[config.mk]
export PLATFORM = sky130hd
export DESIGN_NAME = stepwise_remote_volume_sync_top
export DESIGN_NICKNAME = d
export VERILOG_FILES = /design/src/rtl/core/srv_sync_pkg.sv /design/src/rtl/core/stepwise_remote_volume_sync_top.sv
export VERILOG_INCLUDE_DIRS = /design/src /design/src/rtl/core
export SDC_FILE = /design/constraint.sdc
export NUM_CORES = 1
export LEC_CHECK = 0
export BUFFER_PORTS_ARGS = -buffer_cell sky130_fd_sc_hd__buf_2
export CAP_MARGIN = 40
export CORE_ASPECT_RATIO = 0.9
export CORE_MARGIN = 3
export CORE_UTILIZATION = 58
export DETAILED_ROUTE_END_ITERATION = 7
export PLACE_DENSITY_LB_ADDON = 0.05
export SLEW_MARGIN = 10
export SYNTH_ARGS = -nofsm -noshare
export SYNTH_HDL_FRONTEND = slang
export SYNTH_SLANG_ARGS = --single-unit
[constraint.sdc]
create_clock -name clk -period 6.9 [get_ports clk]
set_clock_uncertainty 0.15 [all_clocks]
set_input_delay 0.69 -clock clk [delete_from_list [all_inputs] [get_ports clk]]
set_output_delay 0.69 -clock clk [all_outputs]
set_load 0.05 [all_outputs]
[src/rtl/core/stepwise_remote_volume_sync_top_assert.svh]
// assertion macros for the remote volume sync block
`ifndef STEPWISE_REMOTE_VOLUME_SYNC_TOP_ASSERT_SVH
`define STEPWISE_REMOTE_VOLUME_SYNC_TOP_ASSERT_SVH

// same-cycle implication, off during reset
`define SRV_ASSERT_IMPLIES(label, clk, rst, cond, prop) \
  label: assert property (@(posedge clk) disable iff (rst) (cond) |-> (prop)) \
    else $error("srv assertion failed");

// next-cycle implication, off during reset
`define SRV_ASSERT_NEXT(label, clk, rst, cond, prop) \
  label: assert property (@(posedge clk) disable iff (rst) (cond) |=> (prop)) \
    else $error("srv assertion failed");

`endif

[src/rtl/core/srv_sync_pkg.sv]
package srv_sync_pkg;

  localparam int MAX_LEVEL = 15;

  typedef logic signed [4:0] level_t;

  localparam level_t LEVEL_TOP     = level_t'((MAX_LEVEL < 15) ? MAX_LEVEL : 15);
  localparam level_t LEVEL_FLOOR   = -5'sd16;
  localparam level_t LEVEL_UNSYNC  = -5'sd1;
  localparam level_t LEVEL_ZERO    = 5'sd0;
  localparam level_t LEVEL_ONE     = 5'sd1;

  typedef enum logic [1:0] {
    REQ_TARGET = 2'd0,
    REQ_DONE   = 2'd1,
    REQ_STOP   = 2'd2,
    REQ_RESET  = 2'd3
  } req_t;

  typedef enum logic [2:0] {
    MODE_WAIT        = 3'd0,
    MODE_DELAY       = 3'd1,
    MODE_UP_TIMING   = 3'd2,
    MODE_UP          = 3'd3,
    MODE_DOWN_TIMING = 3'd4,
    MODE_DOWN        = 3'd5
  } mode_t;

  typedef enum logic [2:0] {
    ACT_NONE  = 3'd0,
    ACT_SHORT = 3'd1,
    ACT_LONG  = 3'd2,
    ACT_UP    = 3'd3,
    ACT_DOWN  = 3'd4
  } act_t;

endpackage

[src/rtl/core/stepwise_remote_volume_sync_top.sv]
// Stepwise remote volume sync: each event transfer (new target, completion of
// the pending timer or command, stop, reset) yields exactly one result giving
// the action to start, the mode afterwards and the believed remote level.
// Events enter an input register and are evaluated combinationally into the
// result register, so the block takes one event per cycle while the result
// is not stalled. The input register can hold one more event while a
// result waits, and in_stall rises only when both the input and result
// registers are full and the result is stalled.
`include "stepwise_remote_volume_sync_top_assert.svh"

module stepwise_remote_volume_sync_top (
  input  logic              clk,
  input  logic              rst,
  input  logic              in_valid,
  output logic              in_stall,
  input  logic [1:0]        req_type,
  input  logic signed [4:0] new_volume,
  input  logic              completion_error,
  output logic              out_valid,
  input  logic              out_stall,
  output logic [2:0]        action,
  output logic [2:0]        mode,
  output logic signed [4:0] remote_level
);

  // input register
  logic                    s1_valid;
  srv_sync_pkg::req_t      s1_req;
  srv_sync_pkg::level_t    s1_vol;
  logic                    s1_err;
  logic                    s1_move;

  // block state
  srv_sync_pkg::mode_t     mode_reg;
  srv_sync_pkg::level_t    target_level;
  srv_sync_pkg::level_t    applied_level;
  srv_sync_pkg::level_t    remote_reg;
  logic                    busy_reg;

  // next values
  srv_sync_pkg::mode_t     mode_next;
  srv_sync_pkg::level_t    target_next;
  srv_sync_pkg::level_t    applied_next;
  srv_sync_pkg::level_t    remote_next;
  logic                    busy_next;
  srv_sync_pkg::act_t      act_next;

  srv_sync_pkg::mode_t     mode_prior;
  srv_sync_pkg::level_t    prev;
  srv_sync_pkg::act_t      want;
  logic                    do_cancel;
  logic                    do_count;
  logic                    do_adv;

  assign s1_move  = s1_valid && (!out_valid || !out_stall);
  assign in_stall = s1_valid && !s1_move;

  always_comb begin
    mode_next    = mode_reg;
    target_next  = target_level;
    applied_next = applied_level;
    remote_next  = remote_reg;
    busy_next    = busy_reg;
    act_next     = srv_sync_pkg::ACT_NONE;
    mode_prior   = mode_reg;
    prev         = applied_level;
    want         = srv_sync_pkg::ACT_NONE;
    do_cancel    = 1'b0;
    do_count     = 1'b0;
    do_adv       = 1'b0;

    unique case (s1_req)
      srv_sync_pkg::REQ_TARGET: begin
        target_next = s1_vol;
        if (remote_reg == srv_sync_pkg::LEVEL_UNSYNC) begin
          remote_next = s1_vol;
        end else if (mode_reg == srv_sync_pkg::MODE_WAIT) begin
          do_adv = 1'b1;
        end else if (mode_reg == srv_sync_pkg::MODE_DELAY) begin
          do_cancel = 1'b1;
          do_adv    = 1'b1;
        end
      end
      srv_sync_pkg::REQ_DONE: begin
        if (busy_reg) begin
          busy_next = 1'b0;
          if (!s1_err) begin
            do_count = 1'b1;
            do_adv   = 1'b1;
          end
        end
      end
      srv_sync_pkg::REQ_STOP:  do_cancel = 1'b1;
      srv_sync_pkg::REQ_RESET: do_cancel = 1'b1;
    endcase

    // a cancelled command still counts its step
    if (do_cancel && busy_reg) begin
      do_count  = 1'b1;
      busy_next = 1'b0;
    end

    if (do_count) begin
      if (mode_reg == srv_sync_pkg::MODE_UP && remote_next < srv_sync_pkg::LEVEL_TOP) begin
        remote_next = remote_next + srv_sync_pkg::LEVEL_ONE;
      end else if (mode_reg == srv_sync_pkg::MODE_DOWN &&
                   remote_next > srv_sync_pkg::LEVEL_FLOOR) begin
        remote_next = remote_next - srv_sync_pkg::LEVEL_ONE;
      end
    end

    if (s1_req == srv_sync_pkg::REQ_STOP ||
        (s1_req == srv_sync_pkg::REQ_DONE && busy_reg && s1_err)) begin
      mode_next = srv_sync_pkg::MODE_WAIT;
    end
    if (s1_req == srv_sync_pkg::REQ_RESET) begin
      remote_next = srv_sync_pkg::LEVEL_UNSYNC;
    end

    if (do_adv) begin
      mode_next = srv_sync_pkg::MODE_WAIT;
      if (target_next != remote_next) begin
        applied_next = target_next;
        // drop to zero from above one waits out the long delay first
        if (applied_next == srv_sync_pkg::LEVEL_ZERO && prev > srv_sync_pkg::LEVEL_ONE) begin
          mode_next = srv_sync_pkg::MODE_DELAY;
        end else if (applied_next > remote_next) begin
          mode_next = (mode_prior == srv_sync_pkg::MODE_UP_TIMING) ?
                      srv_sync_pkg::MODE_UP : srv_sync_pkg::MODE_UP_TIMING;
        end else if (applied_next < remote_next) begin
          mode_next = (mode_prior == srv_sync_pkg::MODE_DOWN_TIMING) ?
                      srv_sync_pkg::MODE_DOWN : srv_sync_pkg::MODE_DOWN_TIMING;
        end
      end
      unique case (mode_next)
        srv_sync_pkg::MODE_UP_TIMING,
        srv_sync_pkg::MODE_DOWN_TIMING: want = srv_sync_pkg::ACT_SHORT;
        srv_sync_pkg::MODE_UP:          want = srv_sync_pkg::ACT_UP;
        srv_sync_pkg::MODE_DOWN:        want = srv_sync_pkg::ACT_DOWN;
        srv_sync_pkg::MODE_DELAY:       want = srv_sync_pkg::ACT_LONG;
        default:                        want = srv_sync_pkg::ACT_NONE;
      endcase
      // nothing starts while a request is still pending
      if (want != srv_sync_pkg::ACT_NONE && !busy_next) begin
        busy_next = 1'b1;
        act_next  = want;
      end
    end
  end

  always_ff @(posedge clk) begin
    if (rst) begin
      s1_valid      <= 1'b0;
      out_valid     <= 1'b0;
      mode_reg      <= srv_sync_pkg::MODE_WAIT;
      target_level  <= srv_sync_pkg::LEVEL_UNSYNC;
      applied_level <= srv_sync_pkg::LEVEL_UNSYNC;
      remote_reg    <= srv_sync_pkg::LEVEL_UNSYNC;
      busy_reg      <= 1'b0;
    end else begin
      if (in_valid && !in_stall) begin
        s1_valid <= 1'b1;
      end else if (s1_move) begin
        s1_valid <= 1'b0;
      end
      if (s1_move) begin
        out_valid     <= 1'b1;
        mode_reg      <= mode_next;
        target_level  <= target_next;
        applied_level <= applied_next;
        remote_reg    <= remote_next;
        busy_reg      <= busy_next;
      end else if (!out_stall) begin
        out_valid <= 1'b0;
      end
    end
  end

  always_ff @(posedge clk) begin
    if (in_valid && !in_stall) begin
      s1_req <= srv_sync_pkg::req_t'(req_type);
      s1_vol <= new_volume;
      s1_err <= completion_error;
    end
    if (s1_move) begin
      action       <= act_next;
      mode         <= mode_next;
      remote_level <= remote_next;
    end
  end

  `SRV_ASSERT_IMPLIES(a_start_marks_busy, clk, rst,
                      s1_move && act_next != srv_sync_pkg::ACT_NONE, busy_next)
  `SRV_ASSERT_IMPLIES(a_stall_only_when_full, clk, rst, in_stall,
                      s1_valid && out_valid && out_stall)
  `SRV_ASSERT_NEXT(a_eval_gives_result, clk, rst, s1_move, out_valid)

endmodule
* Yosys cells after proc, flatten, opt, wreduce, memory -nomap -nowiden
Index checks and enable logic that the tools add are counted.
W data, S select, Z words.
** Storage, ports and cells
- Input bits :: 12
- Bits in registers :: 40
- Word-level logic and storage cells :: 99
** Operators by class
- Add/sub/neg operators :: 2
- Order comparisons :: 5
- Multiplexer cells :: 37
- Reductions and logical operators :: 26
- Eq/ne operators :: 16
** Operators by type and width (number)
- $mux W5 :: 7
- $mux W3 :: 8
- $mux W1 :: 19
- $eq A3 B2 Y1 const B :: 4
- $eq A3 B3 Y1 const B :: 4
- $pmux W3 S4 :: 1
- $logic_and A1 B1 Y1 :: 10
- $eq A3 B1 Y1 const B :: 2
- $add A5 B2 Y5 const B :: 1
- $eq A5 B1 Y1 const B :: 1
- $gt A5 B2 Y1 const B :: 1
- $gt A5 B5 Y1 :: 1
- $gt A5 B5 Y1 const B :: 1
- $logic_not A1 Y1 :: 5
- $logic_not A5 Y1 :: 1
- $lt A5 B5 Y1 :: 1
- $lt A5 B5 Y1 const B :: 1
- $ne A5 B5 Y1 :: 1
- $sub A5 B2 Y5 const B :: 1
- $eq A2 B2 Y1 const B :: 2
- $pmux W1 S2 :: 2
- $reduce_or A2 Y1 :: 2
- $logic_not A3 Y1 :: 1
- $reduce_and A3 Y1 :: 1
- 7 further kinds :: 8

* Longest topological paths before layout
- Depth in word-level cells :: 23
- Gate-level depth with buffers :: 18
- Mapped depth without buffers :: 16

* Worst setup path before layout
Ideal clock, no wire load.
- Kind :: register to register
- From :: register s1_req[0]
- To :: register applied_level[1]
- Path slack :: 2.933 ns
- Data arrival time :: 3.697 ns
- Cell stages (with the launch flop) :: 18
- Library setup time :: 0.120 ns
- Data required time :: 6.630 ns
- Period minus slack after synthesis :: 3.967 ns
- Cell sequence :: edfxtp_1 > buf_4 > or3b_4 > o31ai_2 > ha_1 > inv_1 > nor4_1 > a221o_1 > o22ai_2 > xor2_1 > a21oi_1 > ha_1 > and3_1 > a31oi_1 > o21ai_2 > or2_4 > buf_6 > a211o_1
** On the way
- Word-level cells in the longest chain between the ends :: 10
** Ends and longest elaborated chain
- start: declaration :: RTL line stepwise_remote_volume_sync_top.sv:28 : srv_sync_pkg::req_t s1_req;
- start signal: assignment :: RTL line stepwise_remote_volume_sync_top.sv:181 : s1_req <= srv_sync_pkg::req_t'(req_type);
- $logic_not A2 Y1 :: RTL line stepwise_remote_volume_sync_top.sv:72 : unique case (s1_req)
- $mux W5 :: RTL line stepwise_remote_volume_sync_top.sv:72
- $gt A5 B5 Y1 :: RTL line stepwise_remote_volume_sync_top.sv:107 : remote_next > srv_sync_pkg::LEVEL_FLOOR) begin
- $logic_and A1 B1 Y1 :: RTL line stepwise_remote_volume_sync_top.sv:106 : end else if (mode_reg == srv_sync_pkg::MODE_DOWN &&
- $mux W5 :: RTL line stepwise_remote_volume_sync_top.sv:106
- $mux W5 :: RTL line stepwise_remote_volume_sync_top.sv:104 : if (mode_reg == srv_sync_pkg::MODE_UP && remote_next < srv_sync_pkg::LEVEL_TOP) begin
- $mux W5 :: RTL line stepwise_remote_volume_sync_top.sv:103 : if (do_count) begin
- $mux W5 :: RTL line stepwise_remote_volume_sync_top.sv:116 : if (s1_req == srv_sync_pkg::REQ_RESET) begin
- $ne A5 B5 Y1 :: RTL line stepwise_remote_volume_sync_top.sv:122 : if (target_next != remote_next) begin
- $reduce_and A3 Y1 (no source line)
- end signal: assignment :: RTL line stepwise_remote_volume_sync_top.sv:157 : applied_level <= srv_sync_pkg::LEVEL_UNSYNC;
- end signal: assignment :: RTL line stepwise_remote_volume_sync_top.sv:170 : applied_level <= applied_next;
- end: declaration :: RTL line stepwise_remote_volume_sync_top.sv:36 : srv_sync_pkg::level_t applied_level;
Several ways; a longest one is shown, not always the timed one.
A chain may end at the register's enable or synchronous reset.

* Final worst setup path
Same ends and word-level chain as after synthesis.

==> flow_summary_export.csv <==
group,metric,value,unit
status,status,"finished, final reports clean",
hold_path,min-delay-path-class,"reg -> reg",
die,core.rowCount,20,
synthesis,yosys.area.top_type_share,25.5,%
setup_path,rr_endpoint,"applied_level[1]",
global_routing,grt_start_max_net_pins,21,
place,place_hpwl,3640,um
synthesis,synthDistinctLibCells,64,
timing,achievable-frequency,229,MHz
synthesis,synth.most_common_cell,"sky130_fd_sc_hd__nor2_1",
timing,setup_viol,0,
synthesis,async_flop_share,0,%
setup_path,number_of_buffer_and_inverter_instances_along_the_worst_setup_path,1,
die,die_width,71.4,um
setup_path,endpoint,"applied_level[1]",
clocking,postCtsSetupRepairBufs,0,
timing,rsz_0062_raised_after_global_routing,"no",
synthesis,synth-main-ff-cell,"sky130_fd_sc_hd__dfxtp_1",
clocking,cts.clk_slew.worst_paths,0.07,ns
setup_path,worst_setup_ep_type,"flop",
global_routing,global_route_wire_length_before_repair,7990,um
die,height_of_the_chip,64.9,um
timing,worst_margin_pin_slew,0.655,ns
clocking,clock_sinks,39,
place,globalplace.congestion,0.883,
timing,period_share,63.4,%
clocking,cts_hold_buf,0,
setup_path,critPathTopFamily,"simple AND/OR/NAND/NOR gates",
route,detail-route-antenna-nets,0,
route,number_of_detailed_routing_iterations_run_before_antenna_repair,4,
synthesis,synth_area_leaders,"sky130_fd_sc_hd__edfxtp_1 (26%), sky130_fd_sc_hd__dfxtp_1 (18%), sky130_fd_sc_hd__nor2_1 (4.2%)",
setup_path,worstRegToRegCells,15,
setup_path,critPathLaunch,"s1_req[0]",
synthesis,post_synth_most_frequent_cells,"sky130_fd_sc_hd__nor2_1 (25), sky130_fd_sc_hd__dfxtp_1 (20), sky130_fd_sc_hd__edfxtp_1 (19)",
setup_path,cpMostUsedCell,"sky130_fd_sc_hd__ha_1",
finish,layout.cell_area.non_filler,0.00243,mm^2
synthesis,post-synth-top-area-cell,"sky130_fd_sc_hd__edfxtp_1",
power_and_ir_drop,power,0.000491,W
global_routing,grt-ovfl-total,0,
finish,layout-area-overhead-vs-synth,8.85,%
setup_path,reg2reg_slack,2.53,ns
timing,post-route-min-period,4.37,ns
setup_path,critical_path_peak_fanout,11,
job,max_cap_viol_count,0,
die,floorplan.core_area,0.00353,mm^2
place,place.detailed.instances,280,
synthesis,postSynthAreaPerCell,10.1,um^2
timing,slew_violations,0,
timing,fin_setup_tns,0,ns
clocking,cts-htree-levels,2,
die,die-area,0.00463,mm^2
finish,drive_above_1_share,17.6,%
global_routing,number_of_global_route_vias_before_repair,1677,
route,detail_route.wirelength,4800,um
synthesis,synthesis.area,0.00223,mm^2
setup_path,cell_with_the_largest_stage_delay_on_the_worst_path,"sky130_fd_sc_hd__edfxtp_1",
clocking,num_cts_buffers,5,
power_and_ir_drop,peakVddDrop,0.166,mV
setup_path,worstSetupStartpointType,"flop",
global_routing,number_of_antenna_violations_at_the_first_check_in_global_routing,0,
setup_path,crit_path_cell_trace,"or3b_4, o31ai_2, ha_1, inv_1, nor4_1, a221o_1, o22ai_2, xor2_1, a21oi_1, ha_1, and3_1, a31oi_1, o21ai_2, or2_4, a211o_1",
setup_path,worstSetupPathType,"reg -> reg",
synthesis,postSynthNetCount,241,
finish,number_of_standard_cells_in_the_layout_taps_in_and_fillers_out,288,
synthesis,post_synth_inst_count,222,
clocking,cts_buffer_depth,2,
route,drt_iter0_drc,164,
finish,nNetsFinal,262,
setup_path,regToRegStartpoint,"s1_req[0]",
power_and_ir_drop,power_density_relative_to_cell_area,202,mW/mm^2
timing,relSlewSlack,56.3,%
finish,diodes_inserted,0,
place,placed_area,0.00235,mm^2
synthesis,synthesis.yosys.warnings,0,
setup_path,critPathArrivalTime,4.41,ns
route,dr_total_vias,1793,
timing,finalHoldViolCount,0,
setup_path,timing.critical_path.depth,15,
synthesis,synth-edff-count,19,
power_and_ir_drop,leakagePower,0.920,nW
route,post-route-drc-count,0,
route,vias_per_cell,6.23,
setup_path,critPathMaxStageDelay,0.54,ns
setup_path,cp.required,6.93,ns
die,floorplan.initialDensity,63.3,%
place,placement.io_buffers,24,
route,avgRoutedWirePerCell,16.7,um
global_routing,global_route.usage.total,22.1,%
clocking,tritoncts_clock_tree,"yes",
die,ios,25,
synthesis,number_of_synthesized_register_bits,39,
synthesis,seq_area_frac_synth,43.5,%
clocking,cts_root_buf,"sky130_fd_sc_hd__clkbuf_8",
clocking,cts.repair.resized,0,
clocking,clk_latency,0.29,ns
-- cell type report --
type                    instances  area, um^2
clock buffers                   7        76.3
clock inverters                 1        5.00
fillers                       281        1100
inverters                      13        48.8
multi-input cells             160        1150
flip-flops and latches         39         971
well taps                      44        55.1
repair buffers                 24         120
-- how the worst min path moves through the flow --
stage                           from                to  slack, ns  depth (start not counted)
floorplan            target_level[0]   target_level[0]       0.28                          1
global placement    applied_level[3]  applied_level[3]       0.29                          1
detailed placement  applied_level[2]  applied_level[2]       0.31                          1
CTS                 applied_level[2]  applied_level[2]       0.33                          1
global route        applied_level[3]  applied_level[3]       0.34                          1
finish               target_level[0]   target_level[0]       0.33                          1
-- layout by cell type, fill, tap and decap left out, types with 3 or more instances in the layout --
cell type / n
sky130_fd_sc_hd__nor2_1: 25
sky130_fd_sc_hd__buf_2: 24
sky130_fd_sc_hd__dfxtp_1: 20
sky130_fd_sc_hd__edfxtp_1: 19
sky130_fd_sc_hd__nand2_1: 15
sky130_fd_sc_hd__inv_1: 13
sky130_fd_sc_hd__a21oi_1: 10
sky130_fd_sc_hd__a211o_1: 9
sky130_fd_sc_hd__o21ai_0: 7
sky130_fd_sc_hd__ha_1: 7
sky130_fd_sc_hd__nor2b_1: 6
sky130_fd_sc_hd__mux2i_1: 6
sky130_fd_sc_hd__nand3_1: 5
sky130_fd_sc_hd__clkbuf_8: 5
sky130_fd_sc_hd__nand2b_1: 4
sky130_fd_sc_hd__a31oi_1: 4
sky130_fd_sc_hd__o31ai_4: 3
sky130_fd_sc_hd__a21o_1: 3
sky130_fd_sc_hd__and2_1: 3
sky130_fd_sc_hd__a211oi_1: 3
-- report_power, final --
part | switching (W) | internal [W] | total (W)
sequential | 0.00000942 | 0.000253 | 0.000263
combinational | 0.0000557 | 0.0000299 | 0.0000856
clock | 0.0000724 | 0.0000708 | 0.000143
-- metal layers --
metal | wire length, um | vias to the layer above | part of all wire [%] | global-route usage (%)
li1 | - | 868 | - | -
met1 | 2120 | 849 | 44 | 28.4
met2 | 2320 | 74 | 48 | 36.9
met3 | 340 | 2 | 7.1 | 4.81
met4 | 24 | 0 | 0.50 | 7.04
met5 | 0 | - | 0 | 0
-- metrics by stage --
| stage | utilization, % | setup slack, ns | hold WS [ns] |
|---|---|---|---|
| final | 68.9 | 2.53 | 0.326 |
| after detailed placement | 66.6 | 2.59 | 0.305 |
| after CTS | 68.9 | 2.58 | 0.329 |
| after global placement | 66.6 | 2.77 | 0.294 |
| after global routing | 68.9 | 2.25 | 0.345 |
| after floorplan | - | 2.93 | 0.285 |
-- cell families (layout without fill, tap and decap cells) --
family / after synthesis / after routing / share of synthesized area [%]
mux: 6 / 6 / 2.69
xor+xnor: 3 / 3 / 1.18
simple gates: 81 / 81 / 19.7
flops: 39 / 39 / 43.5
compound gates: 63 / 63 / 24.2
buf+inv: 23 / 45 / 4.82
fa+ha+maj: 7 / 7 / 3.92
Note: power is estimated with default switching activity, not from simulation.
